**src/rtl/debounced_digit_matrix_driver_defines.svh**
```systemverilog
// Assertion macros shared by the digit matrix driver RTL.
`ifndef DEBOUNCED_DIGIT_MATRIX_DRIVER_DEFINES_SVH
`define DEBOUNCED_DIGIT_MATRIX_DRIVER_DEFINES_SVH

// Checked on every edge out of reset.
`define DDM_ASSERT(lbl, prop) \
  lbl: assert property (@(posedge clk_i) disable iff (!rst_ni) prop) \
    else $error("ddm assertion failed");

// Checked on every edge, reset included.
`define DDM_ASSERT_ALWAYS(lbl, prop) \
  lbl: assert property (@(posedge clk_i) prop) \
    else $error("ddm assertion failed");

`endif

```
**src/rtl/ddm_pkg.sv**
```systemverilog
// Types, codes and the digit font of the digit matrix driver.
`default_nettype none
package ddm_pkg;

  typedef enum logic [1:0] {
    CMD_UP     = 2'd0,
    CMD_DOWN   = 2'd1,
    CMD_REDRAW = 2'd2
  } cmd_e;

  typedef enum logic [1:0] {
    REG_DEBOUNCE = 2'd0,
    REG_RED      = 2'd1,
    REG_GREEN    = 2'd2,
    REG_BLUE     = 2'd3
  } cfg_reg_e;

  localparam logic [3:0]  LAST_DIGIT     = 4'd9;
  localparam logic [2:0]  GRID_LAST      = 3'd4;
  localparam logic [31:0] DEBOUNCE_RESET = 32'd200000;
  localparam logic [7:0]  RED_RESET      = 8'd135;
  localparam logic [7:0]  GREEN_RESET    = 8'd206;
  localparam logic [7:0]  BLUE_RESET     = 8'd249;

  // Frame request: one digit to draw.
  typedef struct packed {
    logic       valid;
    logic [3:0] digit;
  } frame_req_t;

  // One 5-bit glyph row, leftmost column in bit 4; digits above 9 are blank.
  function automatic logic [4:0] glyph_row(input logic [3:0] digit, input logic [2:0] row);
    logic [24:0] g;
    logic [4:0]  r;
    case (digit)
      4'd0:    g = {5'h0E, 5'h11, 5'h11, 5'h11, 5'h0E};
      4'd1:    g = {5'h04, 5'h0C, 5'h14, 5'h04, 5'h1F};
      4'd2:    g = {5'h1F, 5'h01, 5'h1F, 5'h10, 5'h1F};
      4'd3:    g = {5'h1F, 5'h01, 5'h1F, 5'h01, 5'h1F};
      4'd4:    g = {5'h12, 5'h12, 5'h1F, 5'h02, 5'h02};
      4'd5:    g = {5'h1F, 5'h10, 5'h1F, 5'h01, 5'h1F};
      4'd6:    g = {5'h1F, 5'h10, 5'h1F, 5'h11, 5'h1F};
      4'd7:    g = {5'h1F, 5'h01, 5'h02, 5'h04, 5'h08};
      4'd8:    g = {5'h1F, 5'h11, 5'h1F, 5'h11, 5'h1F};
      4'd9:    g = {5'h1F, 5'h11, 5'h1F, 5'h01, 5'h1F};
      default: g = '0;
    endcase
    case (row)
      3'd0:    r = g[24:20];
      3'd1:    r = g[19:15];
      3'd2:    r = g[14:10];
      3'd3:    r = g[9:5];
      3'd4:    r = g[4:0];
      default: r = '0;
    endcase
    return r;
  endfunction

endpackage
`default_nettype wire

```
**src/rtl/ddm_front.sv**
```systemverilog
// Front end: debounce check, digit update and frame requests.
`default_nettype none
`include "debounced_digit_matrix_driver_defines.svh"
module ddm_front (
  input  logic                clk_i,
  input  logic                rst_ni,
  input  logic                in_valid_i,
  output logic                in_stall_o,
  input  logic [1:0]          command_i,
  input  logic [31:0]         timestamp_us_i,
  input  logic [31:0]         debounce_interval_i,
  input  logic                q_full_i,
  output ddm_pkg::frame_req_t push_o
);
  import ddm_pkg::*;

  logic [3:0]  digit_q, digit_d;
  logic [31:0] time_q, time_d;
  logic [31:0] elapsed;
  logic [3:0]  stepped;
  logic        accept, is_press, pass;

  assign in_stall_o = q_full_i;
  assign accept     = in_valid_i && !q_full_i;
  assign elapsed    = timestamp_us_i - time_q;
  assign pass       = elapsed > debounce_interval_i;
  assign is_press   = (command_i == CMD_UP) || (command_i == CMD_DOWN);

  always_comb begin
    case (command_i)
      CMD_UP:   stepped = (digit_q >= LAST_DIGIT) ? 4'd0 : digit_q + 4'd1;
      CMD_DOWN: stepped = (digit_q == 4'd0) ? 4'd0 : digit_q - 4'd1;
      default:  stepped = digit_q;
    endcase
  end

  always_comb begin
    digit_d      = digit_q;
    time_d       = time_q;
    push_o.valid = 1'b0;
    push_o.digit = digit_q;
    if (accept) begin
      if (is_press && pass) begin
        digit_d      = stepped;
        time_d       = timestamp_us_i;
        push_o.valid = 1'b1;
        push_o.digit = stepped;
      end else if (command_i == CMD_REDRAW) begin
        push_o.valid = 1'b1;
      end
    end
  end

  always_ff @(posedge clk_i or negedge rst_ni) begin
    if (!rst_ni) begin
      digit_q <= '0;
      time_q  <= '0;
    end else begin
      digit_q <= digit_d;
      time_q  <= time_d;
    end
  end

  `DDM_ASSERT_ALWAYS(a_digit_range, digit_q <= LAST_DIGIT)

endmodule
`default_nettype wire

```
**src/rtl/ddm_queue.sv**
```systemverilog
// Small FIFO of frame requests between front and back end.
`default_nettype none
`include "debounced_digit_matrix_driver_defines.svh"
module ddm_queue #(
  parameter int unsigned DEPTH = 2
) (
  input  logic                clk_i,
  input  logic                rst_ni,
  input  ddm_pkg::frame_req_t push_i,
  input  logic                pop_i,
  output logic                full_o,
  output ddm_pkg::frame_req_t head_o
);
  import ddm_pkg::*;

  localparam int unsigned PW = (DEPTH > 1) ? $clog2(DEPTH) : 1;
  localparam int unsigned CW = $clog2(DEPTH + 1);

  logic [3:0]    mem_q [DEPTH];
  logic [PW-1:0] wr_ptr_q, wr_ptr_d, rd_ptr_q, rd_ptr_d;
  logic [CW-1:0] count_q, count_d;
  logic          push, pop;

  assign push         = push_i.valid;
  assign pop          = pop_i && (count_q != '0);
  assign full_o       = count_q == CW'(DEPTH);
  assign head_o.valid = count_q != '0;
  assign head_o.digit = mem_q[rd_ptr_q];

  always_comb begin
    wr_ptr_d = wr_ptr_q;
    rd_ptr_d = rd_ptr_q;
    if (push) wr_ptr_d = (wr_ptr_q == PW'(DEPTH - 1)) ? '0 : wr_ptr_q + PW'(1);
    if (pop)  rd_ptr_d = (rd_ptr_q == PW'(DEPTH - 1)) ? '0 : rd_ptr_q + PW'(1);
    count_d = count_q + CW'(push) - CW'(pop);
  end

  always_ff @(posedge clk_i) begin
    if (push) mem_q[wr_ptr_q] <= push_i.digit;
  end

  always_ff @(posedge clk_i or negedge rst_ni) begin
    if (!rst_ni) begin
      wr_ptr_q <= '0;
      rd_ptr_q <= '0;
      count_q  <= '0;
    end else begin
      wr_ptr_q <= wr_ptr_d;
      rd_ptr_q <= rd_ptr_d;
      count_q  <= count_d;
    end
  end

  `DDM_ASSERT(a_no_overflow, !(push && full_o && !pop))
  `DDM_ASSERT_ALWAYS(a_count_bound, count_q <= CW'(DEPTH))

endmodule
`default_nettype wire

```
**src/rtl/ddm_back.sv**
```systemverilog
// Back end: walks the serpentine matrix and emits one word per pixel.
`default_nettype none
`include "debounced_digit_matrix_driver_defines.svh"
module ddm_back (
  input  logic                clk_i,
  input  logic                rst_ni,
  input  ddm_pkg::frame_req_t head_i,
  output logic                pop_o,
  input  logic [23:0]         color_i,
  output logic                out_valid_o,
  input  logic                out_stall_i,
  output logic [23:0]         pixel_word_o,
  output logic                last_pixel_o,
  output logic [3:0]          shown_digit_o
);
  import ddm_pkg::*;

  logic       active_q, active_d;
  logic [3:0] digit_q, digit_d;
  logic [2:0] row_q, row_d, col_q, col_d;
  logic       out_valid_q, out_valid_d;
  logic [23:0] word_q;
  logic       last_q;
  logic [3:0] shown_q;
  logic       adv, at_last, lit;
  logic [4:0] bits;
  logic [2:0] sel;

  assign adv     = active_q && (!out_valid_q || !out_stall_i);
  assign at_last = (row_q == GRID_LAST) && (col_q == GRID_LAST);
  assign pop_o   = head_i.valid && (!active_q || (adv && at_last));

  // Odd rows run right to left; the font cell is mirrored (24 - index).
  assign bits = glyph_row(digit_q, GRID_LAST - row_q);
  assign sel  = row_q[0] ? (GRID_LAST - col_q) : col_q;
  assign lit  = bits[sel];

  always_comb begin
    active_d = active_q;
    digit_d  = digit_q;
    row_d    = row_q;
    col_d    = col_q;
    if (pop_o) begin
      active_d = 1'b1;
      digit_d  = head_i.digit;
      row_d    = '0;
      col_d    = '0;
    end else if (adv && at_last) begin
      active_d = 1'b0;
    end else if (adv) begin
      if (col_q == GRID_LAST) begin
        col_d = '0;
        row_d = row_q + 3'd1;
      end else begin
        col_d = col_q + 3'd1;
      end
    end
    out_valid_d = adv ? 1'b1 : (out_valid_q && out_stall_i);
  end

  always_ff @(posedge clk_i) begin
    if (adv) begin
      word_q  <= lit ? color_i : 24'd0;
      last_q  <= at_last;
      shown_q <= digit_q;
    end
  end

  always_ff @(posedge clk_i or negedge rst_ni) begin
    if (!rst_ni) begin
      active_q    <= 1'b0;
      digit_q     <= '0;
      row_q       <= '0;
      col_q       <= '0;
      out_valid_q <= 1'b0;
    end else begin
      active_q    <= active_d;
      digit_q     <= digit_d;
      row_q       <= row_d;
      col_q       <= col_d;
      out_valid_q <= out_valid_d;
    end
  end

  assign out_valid_o   = out_valid_q;
  assign pixel_word_o  = word_q;
  assign last_pixel_o  = last_q;
  assign shown_digit_o = shown_q;

  `DDM_ASSERT(a_last_word, adv && at_last |=> out_valid_q && last_q)
  `DDM_ASSERT(a_active_digit, active_q |-> digit_q <= LAST_DIGIT)

endmodule
`default_nettype wire

```
**src/rtl/debounced_digit_matrix_driver.sv**
```systemverilog
// Top level of the debounced digit driver for a serpentine 5x5 LED matrix.
//
//   channel  direction  handshake             payload
//   in       input      in_valid_i/in_stall_o  command_i, timestamp_us_i
//   out      output     out_valid_o/out_stall_i pixel_word_o, last_pixel_o, shown_digit_o
//   cfg      input      cfg_we_i               cfg_index_i, cfg_wdata_i
//
// Each frame is 25 words, one per cycle from the back end pixel walker while
// out_stall_i is low; frames run back to back. The front end decides an item in
// the cycle it arrives; the first word then passes through the frame queue, the
// walker state and the output register. in_stall_o rises only while the frame
// queue is full. Reset clears digit and last accepted time to zero and loads the
// default color and debounce interval.
`default_nettype none
module debounced_digit_matrix_driver #(
  parameter int unsigned QUEUE_DEPTH = 2
) (
  input  logic        clk_i,
  input  logic        rst_ni,
  input  logic        in_valid_i,
  output logic        in_stall_o,
  input  logic [1:0]  command_i,
  input  logic [31:0] timestamp_us_i,
  output logic        out_valid_o,
  input  logic        out_stall_i,
  output logic [23:0] pixel_word_o,
  output logic        last_pixel_o,
  output logic [3:0]  shown_digit_o,
  input  logic        cfg_we_i,
  input  logic [1:0]  cfg_index_i,
  input  logic [31:0] cfg_wdata_i
);
  import ddm_pkg::*;

  logic [31:0] debounce_q;
  logic [7:0]  red_q, green_q, blue_q;
  frame_req_t  push, head;
  logic        q_full, pop;

  always_ff @(posedge clk_i or negedge rst_ni) begin
    if (!rst_ni) begin
      debounce_q <= DEBOUNCE_RESET;
      red_q      <= RED_RESET;
      green_q    <= GREEN_RESET;
      blue_q     <= BLUE_RESET;
    end else if (cfg_we_i) begin
      case (cfg_index_i)
        REG_DEBOUNCE: debounce_q <= cfg_wdata_i;
        REG_RED:      red_q      <= cfg_wdata_i[7:0];
        REG_GREEN:    green_q    <= cfg_wdata_i[7:0];
        REG_BLUE:     blue_q     <= cfg_wdata_i[7:0];
        default:      ;
      endcase
    end
  end

  ddm_front u_front (
    .clk_i               (clk_i),
    .rst_ni              (rst_ni),
    .in_valid_i          (in_valid_i),
    .in_stall_o          (in_stall_o),
    .command_i           (command_i),
    .timestamp_us_i      (timestamp_us_i),
    .debounce_interval_i (debounce_q),
    .q_full_i            (q_full),
    .push_o              (push)
  );

  ddm_queue #(
    .DEPTH (QUEUE_DEPTH)
  ) u_queue (
    .clk_i  (clk_i),
    .rst_ni (rst_ni),
    .push_i (push),
    .pop_i  (pop),
    .full_o (q_full),
    .head_o (head)
  );

  ddm_back u_back (
    .clk_i         (clk_i),
    .rst_ni        (rst_ni),
    .head_i        (head),
    .pop_o         (pop),
    .color_i       ({red_q, green_q, blue_q}),
    .out_valid_o   (out_valid_o),
    .out_stall_i   (out_stall_i),
    .pixel_word_o  (pixel_word_o),
    .last_pixel_o  (last_pixel_o),
    .shown_digit_o (shown_digit_o)
  );

endmodule
`default_nettype wire

```
**config.mk**
```make
export PLATFORM = sky130hd
export DESIGN_NAME = debounced_digit_matrix_driver
export DESIGN_NICKNAME = d
export VERILOG_FILES = /design/src/rtl/ddm_pkg.sv /design/src/rtl/ddm_front.sv /design/src/rtl/ddm_queue.sv /design/src/rtl/ddm_back.sv /design/src/rtl/debounced_digit_matrix_driver.sv
export VERILOG_INCLUDE_DIRS = /design/src /design/src/rtl
export SDC_FILE = /design/constraint.sdc
export NUM_CORES = 1
export LEC_CHECK = 0
export BUFFER_PORTS_ARGS = -buffer_cell sky130_fd_sc_hd__clkbuf_2
export CORE_MARGIN = 3
export CORE_UTILIZATION = 60
export DETAILED_ROUTE_END_ITERATION = 7
export GPL_TIMING_DRIVEN = 0
export PLACE_DENSITY_LB_ADDON = 0.25
export SLEW_MARGIN = 20
export SYNTH_ARGS = -nofsm -noshare
export SYNTH_HDL_FRONTEND = slang
export SYNTH_HIERARCHICAL = 1
export SYNTH_SLANG_ARGS = --single-unit
```
**constraint.sdc**
```tcl
create_clock -name clk_i -period 5.7 [get_ports clk_i]
set_input_delay 0.57 -clock clk_i [delete_from_list [all_inputs] [get_ports clk_i]]
set_output_delay 0.57 -clock clk_i [all_outputs]
set_load 0.02 [all_outputs]
```
* Yosys cells after proc, flatten, opt, wreduce, memory -nomap -nowiden
Memory sizes are Yosys's and may differ from the RTL's. A register that Yosys moved wholly into a read port is not among the register bits.
Cells that the tools add are included.
** Word-level totals
- Register bits after elaboration :: 133
- Latch bits :: 0
- RAM bits :: 8
- ROM bits :: 384
- Bits of input ports :: 73
- Output and inout port bits :: 31
- Word-level logic and storage cells :: 102
- Memories kept :: 2
** Memory list
- (name not given) :: depth 16, width 24, read ports 1, clocked after Yosys merged registers in 0, wr ports 0, RTL line ddm_pkg.sv:35 : case (digit)
- u_queue.mem_q :: depth 2, width 4, read ports 1, clocked after Yosys merged registers in 1, wr ports 1, RTL line ddm_queue.sv:19 : logic [3:0] mem_q [DEPTH];
** Operators by class
- $add $sub $neg :: 11
- Multiply operators :: 0
- Divide/modulo/power cells :: 0
- Order comparisons :: 3
- Eq/ne operators :: 13
- Shift-type cells :: 0
- Multiplexer cells :: 26
- Bitwise logic cells :: 0
- Reductions and logical operators :: 31
** Operator list (number)
- $gt 32x32->1 :: 1
- $sub 32x32->32 :: 1
- $mux 3 :: 9
- $pmux 5 s5 :: 1
- $mux 4 :: 3
- $reduce_and 2->1 :: 6
- $mux 1 :: 10
- $eq 3x3->1 const B :: 3
- $eq 2x2->1 const B :: 4
- $logic_and 1x1->1 :: 8
- $pmux 4 s2 :: 1
- $reduce_bool 2->1 :: 4
- $add 3x1->3 const B :: 2
- $eq 3x2->1 const B :: 2
- $sub 3x3->3 const A :: 2
- $logic_not 1->1 :: 5
- $mux 5 :: 1
- $add 4x1->4 const B :: 1
- $eq 2x1->1 const B :: 2
- $ge 4x4->1 const B :: 1
- $logic_not 2->1 :: 2
- $logic_not 4->1 :: 1
- $lt 3x4->1 const B :: 1
- $sub 4x1->4 const B :: 1
- 9 further kinds :: 12

* Logic depth before layout (Yosys ltp)
Gate-level depths: netlist (run 1).
- Depth in word-level cells :: 8
- Depth in mapped cells :: 23
- Mapped depth without buffers :: 22

* Hierarchy
The synthesis (run 1) kept the hierarchy.
** Modules (own cells, without submodules)
- ddm_front :: instances 1, cells each 471, area each 4351.7 um^2, seq. area each 900.9 um^2
- ddm_back :: instances 1, cells each 212, area each 2421.1 um^2, seq. area each 1171.1 um^2
- debounced_digit_matrix_driver :: instances 1, cells each 119, area each 2113.3 um^2, seq. area each 1427.6 um^2
- ddm_queue :: instances 1, cells each 29, area each 486.7 um^2, seq. area each 340.3 um^2

* Worst setup path before layout (run 1)
No wires, ideal clock.
- Kind :: in2reg
- From :: input port timestamp_us_i[0]
- To :: memory u_queue.mem_q[0][0], enable pin
- Library setup time :: 332 ps
- Arrival :: 4514 ps
- Required time :: 5368 ps
- Setup slack :: 853 ps
- Stages on the path :: 20
- Buffers on the path :: 1
- Path through :: inv_1 > ha_1 > inv_1 > fa_1 > a21o_1 > a221oi_4 > o21ai_2 > a31o_1 > a31o_1 > a31oi_1 > xnor2_1 > ha_1 > nand4_2 > or2_1 > o32ai_2 > nor2_2 > o22ai_4 > buf_12 > or2_1 > nor2b_1
** RTL lines
- start: declaration :: RTL line debounced_digit_matrix_driver.sv:23 : input logic [31:0] timestamp_us_i,
- end: declaration :: RTL line ddm_queue.sv:19

==> results by group, run 1 <==
Outcome
  – Status: completed

Routing
  – 1st-pass router iterations: 7
  – WL/cell: approximately 16 um
  – DRC Markers: 0
  – WL final: around 19 mm
  – DR iter-0 viols: 382
  – Antenna-violating nets left: 0
  – Total number of vias: 6670
  – DR vias/cell: 5.657

CTS
  – Sink Count: 145
  – Clk pin slew, worst setup/hold paths: about 0.060 ns
  – Post-CTS Resized: 0
  – Clock tree from TritonCTS: built
  – Worst-Skew Late Latency: between 0.4 and 0.5 ns
  – CTS buffer count: 17
  – Setup Buffers After CTS: 0
  – Htree depth: 4
  – Clk buf depth: 2
  – Clock root cell: clkbuf_16
  – Hold-fix buffers, CTS: 0

Yosys
  – Post-Synth XOR/XNOR Area: 0.03271
  – Synth Area in Compound Gates: 0.1404
  – Area leader, netlist: dfrtp_1
  – Synth top area share: 0.2323
  – Ys async rst share: 0.7448
  – Syn avg cell area: 11.28 um2
  – Yosys warns: 6
  – Largest family of logic cells by synthesized area: compound AO/OA/AOI/OAI gates
  – Post-Syn Nets: between 900 and 1000
  – Seq/Total Area, Yosys: 0.4097
  – Top cells by area, synth: dfrtp_1, edfxtp_1, ha_1, mux2_2, dfstp_2
  – Number of synthesized flops with an enable pin: 37
  – Post-synthesis cell count: 831
  – Flops & latches, synth: about 150
  – Post-Synth Simple-Gate Area: 0.1179
  – Predominant post-synthesis flop cell: dfrtp_1
  – Mux cell area share after synthesis: 0.1312
  – Adder-cell share of the synthesized area: 0.1129
  – Post-Syn Area: 9373 um2
  – Yosys cell types: between 80 and 90

Setup path
  – Critical Path End Type: flip-flop
  – Worst Setup Start Kind: flip-flop
  – CP max FO: 10
  – Crit path kind: flip-flop to flip-flop
  – Data required, critical path: 5.78 ns
  – R2r setup slk: 0.41 ns
  – Arrival @ worst endpoint: ~5.4 ns

Finish
  – Layout area overhead: 14.62%
  – Nets@finish: around 1100
  – Final core occ: 0.7041
  – Layout cells sized above 1: 0.3254
  – ANT cells: 0

Timing
  – RSZ-0062 raised after global routing: no
  – Worst Skew: 0.007276 ns
  – Final setup viols: 0
  – Peak Freq: approximately 0.19 GHz
  – Tcrit/Tclk final: 0.9284
  – Final number of max-transition violations: 0
  – Final Hold Viols: 0
  – TNS Setup: 0 ns
  – Final min period: 5.292 ns
  – Max transition margin: 0.5133
  – Worst slew pin tran: 0.7301 ns

Floorplanning
  – Die Footprint: 17160 um2
  – I/O pin cnt: 104
  – Height of the die: 131.0 um
  – Die Wd: ~130 um
  – Core area: 15260 um2
  – Effective utilization at floorplan: 0.6143
  – Row count: 45

Global route
  – First-pass GRT wire length: 31.53 mm
  – Met3 Track Usage GR: 0.04634
  – GRT busiest layer: met2
  – Number of global-route vias before repair: 6611
  – Total Routing Usage GR: 0.2338
  – Initial antenna violation count: 0
  – Met1 Use GR: 0.2953
  – Global routing usage on met2: 0.4014
  – Largest net degree at the start of global routing: 56
  – Global route total overflow: 0

Placement
  – HPWL after DPL: 14.39 mm
  – # port buffers: between 100 and 150
  – GPL Wtd Cong: 0.8874

Min path
  – HP Class: input port to async pin

Power
  – Worst VDD drop: between 300 and 400 uV
  – P_leak: 0.004939 uW
  – Power Density: 605.7 nW/um2

Job
  – Maxcap violations: 0
critical path, cell delays in order (launching register included):
cell and delay (ns):
dfrtp_1 0.36, ha_1 0.19, inv_1 0.06, fa_1 0.41, a21o_1 0.22, a221oi_4 0.36
o21ai_2 0.13, a31o_1 0.26, a31oi_1 0.26, o21ai_0 0.14, xor2_1 0.17, ha_1 0.31
nand4_1 0.22, nor4_4 0.09, a2111oi_4 0.39, nand2_1 0.16, o22ai_4 0.48, buf_12 0.22
or2_1 0.18, nor2b_1 0.36
cell usage after synthesis (4+ instances only):
master	n
nand2_1	35
nor3b_1	5
dfrtp_1	87
clkbuf_1	11
nand2b_1	11
o21a_1	9
a21oi_1	46
nand3b_1	6
nor3_1	6
inv_1	86
buf_4	4
and2_1	4
nor3b_2	21
o21ai_0	25
mux2_2	69
a31oi_1	10
dfstp_2	21
mux2_4	26
a21o_1	28
xor2_1	12
edfxtp_1	37
nand3_1	10
xnor2_1	23
mux2i_1	4
a211oi_1	4
nor2b_1	14
o21bai_1	4
buf_2	5
nand4_1	12
o211ai_1	5
o31a_1	4
nor2_1	23
o21ai_1	7
ha_1	83
state kept, by name (all words and copies together) (netlist names), 2 cells and up:
register / cells
blue_q: 8
debounce_q: 32
green_q: 8
red_q: 8
u_back/col_q: 3
u_back/digit_q: 4
u_back/pixel_word_o: 24
u_back/row_q: 3
u_back/shown_digit_o: 4
u_front/digit_q: 4
u_front/time_q: 32
u_queue/count_q: 2
u_queue/mem_q: 8
per-stage QoR:
stage                     cell area [um2]  worst slack [ns]  hold slack (ns)  std cells  power [uW]
after CTS                           10740            0.3937           0.1130       1178        6513
after detailed placement            10190           0.06323           0.4819       1146        5417
after global placement              10150            0.1697           0.4693       1145        5312
after global routing                10740           0.01665           0.1210       1179        7024
after floorplan                      9373            0.8534           0.2744        831        4611
final                               10740            0.4081           0.1002       1179        6507
kinds of logic (layout without fill, tap and decap cells):
family                     Yosys count  in the layout
AOI/OAI and AO/OA                  182            182
DFF                                145            145
muxes                              101            101
adders and majority gates           84             84
buffers and inverters              113            250
and+or+nand+nor                    171            171
xor gates and xnor gates            35             35
final cells by class:
class                   count  area, um2
flip-flops and latches    145       3840
well taps                 211      264.0
multi-input cells         573       5016
clock inverters            14      120.1
inverters                  87      326.6
clock buffers              18      429.2
fillers                  1128       4516
plain buffers              26      190.2
repair buffers            105      556.8
metal layers:
layer  share of wire  routed length [um]
met1            0.44                8448
met2            0.50                9638
met3           0.041                 797
met4           0.022                 429
met5               0                   0
path summary, 6_finish.rpt:
kind                                   start             endpoint  cells after the start
min in group clk_i           cfg_wdata_i[28]       debounce_q[28]                      2
max in group asynchronous             rst_ni       debounce_q[17]                      2
setup reg to reg           u_front/time_q[0]  u_queue/mem_q[0][2]                     19
hold reg to reg               debounce_q[29]       debounce_q[29]                      1
setup / recovery           u_front/time_q[0]  u_queue/mem_q[0][2]                     19
hold / removal                        rst_ni            blue_q[1]                      1
where the power goes:
part / switching [uW] / internal (uW)
logic: 2100 / 1660
registers: 216 / 1490
clock network: 473 / 572
total: 2790 / 3720
cells in the final DEF, fill, tap and decap left out, types with 5 or more instances in the layout:
cell       instances
o21ai_1            7
o21a_1             9
nand2_1           35
dfrtp_1           87
nor3b_2           21
mux2_4            26
clkbuf_16         17
edfxtp_1          37
clkbuf_1          12
o211ai_1           5
nor3b_1            5
nor3_1             6
xnor2_1           23
o21ai_0           25
clkbuf_2         103
mux2_2            69
nand2b_1          11
nand3_1           10
a21oi_1           46
inv_1             85
buf_2              5
nor2b_1           14
nor2_1            23
dfstp_2           21
a21o_1            28
nand4_1           12
ha_1              83
xor2_1            12
nand3b_1           6
inv_6              6
a31oi_1           10
Power figures use the tool's default switching activity.
==> run 2: changes to the inputs <==
Settings changed: CORE_UTILIZATION 60 to 45, SKIP_CTS_REPAIR_TIMING from default to 1.
Clock period 5.7 ns to 4.8 ns, I/O delays scaled along.
==> results by group, run 2 (synthesis gave the netlist of run 1 again) <==
Min path
  – Hold Path Depth: 2
  – Hold Path End: debounce_q[28]
  – HP Start: cfg_wdata_i[28]
  – HP Class: input port to flip-flop

Timing
  – Final setup viols: 0
  – Peak Freq: roughly 0.21 GHz
  – Final min period: around 4.7 ns
  – RSZ-0062 raised after global routing: yes
  – Final number of max-transition violations: 0
  – TNS Setup: 0 ns
  – Final setup margin: between 0.1 and 0.15 ns
  – Final Hold Viols: 0
  – Tcrit/Tclk final: 0.9785
  – Worst slew pin tran: 0.7510 ns
  – Worst Skew: 0.008830 ns
  – Max transition margin: 0.4994

Finish
  – Fin cells: 1254
  – Layout cells sized above 1: 0.3618
  – Nets@finish: between 1000 and 1500
  – Commonest cells after routing, fill and taps aside: clkbuf_2, dfrtp_1, inv_1, ha_1, mux2_2
  – ANT cells: 0
  – Commonest non-fill, non-tap cell in the layout: clkbuf_2
  – Layout area overhead: 19.16%

Floorplanning
  – Row count: 52
  – Die Wd: approximately 150 um
  – Height of the die: 150.3 um
  – Core area: just over 20000 um2
  – Effective utilization at floorplan: 0.4602
  – I/O pin cnt: 104
  – Die Footprint: 22600 um2

Routing
  – DRC Markers: 0
  – WL/cell: around 16 um
  – WL final: 19.77 mm
  – Total number of vias: about 6600
  – DR vias/cell: 5.249
  – Antenna-violating nets left: 0
  – DR iter-0 viols: 247
  – 1st-pass router iterations: 4

Global route
  – Initial antenna violation count: 0
  – Largest net degree at the start of global routing: 67
  – Global route total overflow: 0
  – Number of global-route vias before repair: 6398
  – Total Routing Usage GR: 0.1793
  – First-pass GRT wire length: around 32 mm

CTS
  – Clk buf depth: 2
  – Clk pin slew, worst setup/hold paths: around 0.06 ns
  – Clock tree from TritonCTS: built
  – Sink Count: 145
  – Htree depth: 4
  – Clock root cell: clkbuf_16
  – CTS buffer count: 17
  – Worst-Skew Late Latency: 0.42 ns

Setup path
  – Critical Path End Type: flip-flop
  – Critical R2R Launch: u_front/time_q[3]
  – R2R Path End: u_queue/count_q[1]
  – Arrival @ worst endpoint: ~5.0 ns
  – Reg2reg path depth: 21
  – Cells along the critical path: inv_1, ha_1, a21oi_1, nor2b_1, a311oi_4, a211o_2, a21oi_4, a21o_1, a2111oi_4, ha_1, a21o_2, a21o_1, a21oi_1, o21ai_1, nor2_2, o22ai_4, buf_12, or2_4, ha_2, xnor2_2, xnor2_1
  – CP max stage cell: a2111oi_4
  – Data required, critical path: 5.11 ns
  – Worst Setup Start Kind: flip-flop
  – R2r setup slk: 0.10 ns
  – CP max stage delay: 0.37 ns
  – Crit path kind: flip-flop to flip-flop
  – CP max FO: 5

Outcome
  – Status: completed

Placement
  – GPL Wtd Cong: 0.9543
  – HPWL after DPL: 14.61 mm
  – # port buffers: roughly 100
  – Dpl cells: 1205
  – Setup WS pre-CTS: -0.7503 ns

Power
  – Sequential power share: 0.251
  – Net Sw Power: 3377 uW
  – Worst VDD drop: 417.1 uV
  – Power Density: approximately 720 nW/um2
  – Internal power: roughly 4700 uW
  – Clock power share: 0.163
  – Combinational power share: 0.586
  – Switching Share: 0.4196
  – P_leak: between 0.005 and 0.006 uW

Job
  – Maxcap violations: 0
-- run 2: per-layer routing --
layer / vias up / global-route usage / routed length (um) / part of all wire
met5: - / 0 / 0 / 0
met4: 0 / 0.05169 / 309 / 0.016
met3: 21 / 0.03913 / 728 / 0.037
met2: 119 / 0.2938 / 9596 / 0.49
met1: 3170 / 0.2396 / 9133 / 0.46
li1: 3272 / - / - / -
-- run 2: worst max-delay path: cells and delay by family, from the launching register on --
| family | cells | cell delay (ns) |
|---|---|---|
| AO/OA/AOI/OAI | 11 | 2.32 |
| XOR/XNOR | 2 | 0.25 |
| flip-flops | 1 | 0.35 |
| AND/OR/NAND/NOR | 3 | 0.57 |
| buffers and inverters | 2 | 0.19 |
| adder cells (fa/ha/maj) | 3 | 0.89 |
-- run 2: power by group through the flow --
stage               registers (uW)  logic [uW]  clock network, uW
CTS                           2020        4420               1350
floorplan                     2090        3390                  0
global placement              2020        4330                  0
finish                        2020        4710               1320
detailed placement            2030        4380                  0
global route                  2080        5230               1420
-- run 2: how the worst max path moves through the flow --
stage                      start             endpoint  slack, ns
2_1_floorplan  timestamp_us_i[0]  u_queue/mem_q[0][0]       0.04
3_3_place_gp   timestamp_us_i[0]  u_queue/mem_q[0][2]      -0.72
3_5_place_dp   timestamp_us_i[0]  u_queue/mem_q[0][2]      -0.75
4_1_cts        u_front/time_q[0]  u_queue/mem_q[0][0]      -0.55
5_1_grt        u_front/time_q[0]  u_queue/mem_q[0][0]      -0.08
6_report       u_front/time_q[3]   u_queue/count_q[1]       0.10
-- run 2: cell type report --
cell class,instances,area [um2]
clock inverter,14,147.6
multi-input combinational,573,5136
inverter,87,326.6
timing repair buffer,124,762.0
sequential,145,3840
tap,270,337.8
fill,1793,9196
buffer,23,178.9
clock buffer,18,439.2
-- run 2: stage by stage --
stage	total power [uW]	util	instance area, um2	hold slack, ns
after floorplan	5475	-	9373	0.1844
after global placement	6346	0.5022	10230	0.4664
after detailed placement	6414	0.5039	10260	0.4359
after CTS	7784	0.5327	10850	-0.03095
after global routing	8731	0.5484	11170	0.2727
final	8047	0.5484	11170	0.2781
==> run 3: changes to the inputs <==
Settings changed: REMOVE_ABC_BUFFERS from default to 1.
==> results by group, run 3 (synthesis gave the netlist of run 1 again) <==
Routing
  – WL final: 19.74 mm
  – DR iter-0 viols: 256
  – Total number of vias: 6555
  – WL/cell: 15.96 um
  – 1st-pass router iterations: 4
  – DR vias/cell: 5.299
  – DR WL met2: ~10 mm
  – Wl on met1: between 9 and 10 mm
  – DRC Markers: 0
  – Antenna-violating nets left: 0
  – Metal3 WL: 766 um
  – Uppermost layer routed: met4

Timing
  – Worst slew pin tran: ~0.81 ns
  – Final Hold Viols: 0
  – Tcrit/Tclk final: 0.9855
  – Final setup viols: 0
  – Worst Skew: 0.01106 ns
  – Final number of max-transition violations: 0
  – Peak Freq: around 0.21 GHz
  – Hold Slack: 0.2708 ns
  – Final min period: 4.730 ns
  – Max transition margin: 0.4606
  – RSZ-0062 raised after global routing: yes

Setup path
  – Crit path kind: flip-flop to flip-flop
  – Arrival @ worst endpoint: about 5 ns
  – Worst Setup Start Kind: flip-flop
  – R2R Path End: u_front/time_q[29]
  – Critical Path End Type: flip-flop
  – CP max FO: 7
  – Cells along the critical path: ha_2, inv_2, fa_2, a21o_1, a221oi_4, o21ai_2, a31o_1, a31o_1, a31oi_2, xnor2_1, ha_1, nand4_4, nor4_4, a2111oi_4, nand2_1, o22ai_4, buf_6, clkbuf_16, mux2_4
  – Critical R2R Launch: u_front/time_q[0]
  – Most used cell, CP: a31o_1
  – R2r setup slk: 0.07 ns
  – CP max stage cell: a2111oi_4
  – CP max stage delay: ~0.45 ns
  – Data required, critical path: 5.11 ns
  – Crit path buf inv count: 3
  – Crit path max-delay family: compound AO/OA/AOI/OAI gates
  – Reg2reg path depth: 19

Finish
  – Fin cells: 1237
  – ANT cells: 0
  – Layout cells sized above 1: 0.3547
  – Fill cells: around 1800
  – Layout area overhead: 17.30%
  – Commonest cells after routing, fill and taps aside: clkbuf_2, dfrtp_1, inv_1, ha_1, mux2_2
  – Commonest non-fill, non-tap cell in the layout: clkbuf_2
  – Post-route cell area: about 11000 um2
  – Nets@finish: 1111

Floorplanning
  – Die Wd: 150.3 um
  – Core area: 20360 um2
  – Die Footprint: 22600 um2
  – Row count: 52
  – I/O pin cnt: 104
  – Effective utilization at floorplan: 0.4602
  – Height of the die: 150.3 um

Global route
  – Number of global-route vias before repair: 6394
  – First-pass GRT wire length: 31.46 mm
  – Total Routing Usage GR: 0.1754
  – Largest net degree at the start of global routing: 65
  – Initial antenna violation count: 0
  – Global route total overflow: 0

CTS
  – Clock tree from TritonCTS: built
  – Clk pin slew, worst setup/hold paths: 0.06 ns
  – Clock root cell: clkbuf_16
  – CTS buffer count: 17
  – Htree depth: 4
  – Clk buf depth: 2
  – Sink Count: between 100 and 150
  – Worst-Skew Late Latency: 0.43 ns

Placement
  – # port buffers: 103
  – Dpl cells: 1190
  – Area post-placement: 10230 um2
  – GPL Wtd Cong: 0.8929
  – HPWL after DPL: 14.74 mm

Outcome
  – Status: completed

Job
  – Maxcap violations: 0

Min path
  – HP Class: input port to flip-flop
  – HP Start: cfg_wdata_i[28]
  – Hold Path Depth: 2
  – Hold Path End: debounce_q[28]

Power
  – P_leak: approximately 0.005 uW
  – Power Density: 721.7 nW/um2
  – Worst VDD drop: roughly 330 uV
[run 3: how the worst max path moves through the flow]
stage                      startpoint                  end  slack [ns]  depth (start not counted)
finish              u_front/time_q[0]   u_front/time_q[29]        0.07                         19
global route        u_front/time_q[0]    u_front/time_q[1]       -0.14                         19
CTS                 u_front/time_q[0]  u_queue/mem_q[0][0]       -0.35                         17
detailed placement  timestamp_us_i[0]  u_queue/mem_q[0][2]       -0.62                         20
global placement    timestamp_us_i[0]  u_queue/mem_q[0][2]       -1.47                         19
floorplan           timestamp_us_i[0]  u_queue/mem_q[0][0]       -0.45                         19
[run 3: metal layers]
layer / vias up / GRT usage
met3: 21 / 0.03402
met5: - / 0
li1: 3241 / -
met4: 0 / 0.05169
met2: 152 / 0.2942
met1: 3141 / 0.2311
[run 3: report_power, final]
| group | leakage, uW | internal, uW | total, uW | switching [uW] |
|---|---|---|---|---|
| Clock | 0.000257 | 677 | 1250 | 571 |
| Sequential | 0.00163 | 1760 | 2070 | 308 |
| Combinational | 0.00310 | 2140 | 4620 | 2480 |
| Total | 0.00498 | 4580 | 7930 | 3360 |
[run 3: cell type report]
class                      instances  area [um2]  area share
clock buffer                      18       429.2     0.03903
clock inverter                    14       120.1     0.01093
inverter                          87       326.6     0.02970
multi-input combinational        573        5114      0.4651
sequential                       145        3840      0.3493
tap                              270       337.8     0.03073
timing repair buffer             130       827.0     0.07522
[run 3: worst reg2reg max path, stage by stage (launching register included)]
cell and delay (ns):
dfrtp_1 0.36, ha_2 0.19, inv_2 0.04, fa_2 0.36, a21o_1 0.23, a221oi_4 0.34, o21ai_2 0.13, a31o_1 0.29
a31o_1 0.24, a31oi_2 0.20, xnor2_1 0.10, ha_1 0.34, nand4_4 0.11, nor4_4 0.07, a2111oi_4 0.45, nand2_1 0.16
o22ai_4 0.33, buf_6 0.19, clkbuf_16 0.17, mux2_4 0.30
[run 3: per-stage QoR]
| stage | utilization | power, uW | setup WS (ns) | setup TNS [ns] |
|---|---|---|---|---|
| 6_report | 0.5399 | 7934 | 0.06970 | 0 |
| 2_1_floorplan | - | 5243 | -0.4507 | -6.593 |
| 4_1_cts | 0.5292 | 7792 | -0.3504 | -2.396 |
| 5_1_grt | 0.5399 | 8583 | -0.1369 | -3.748 |
| 3_5_place_dp | 0.5023 | 6493 | -0.6166 | -14.73 |
| 3_3_place_gp | 0.4928 | 6022 | -1.466 | -79.42 |
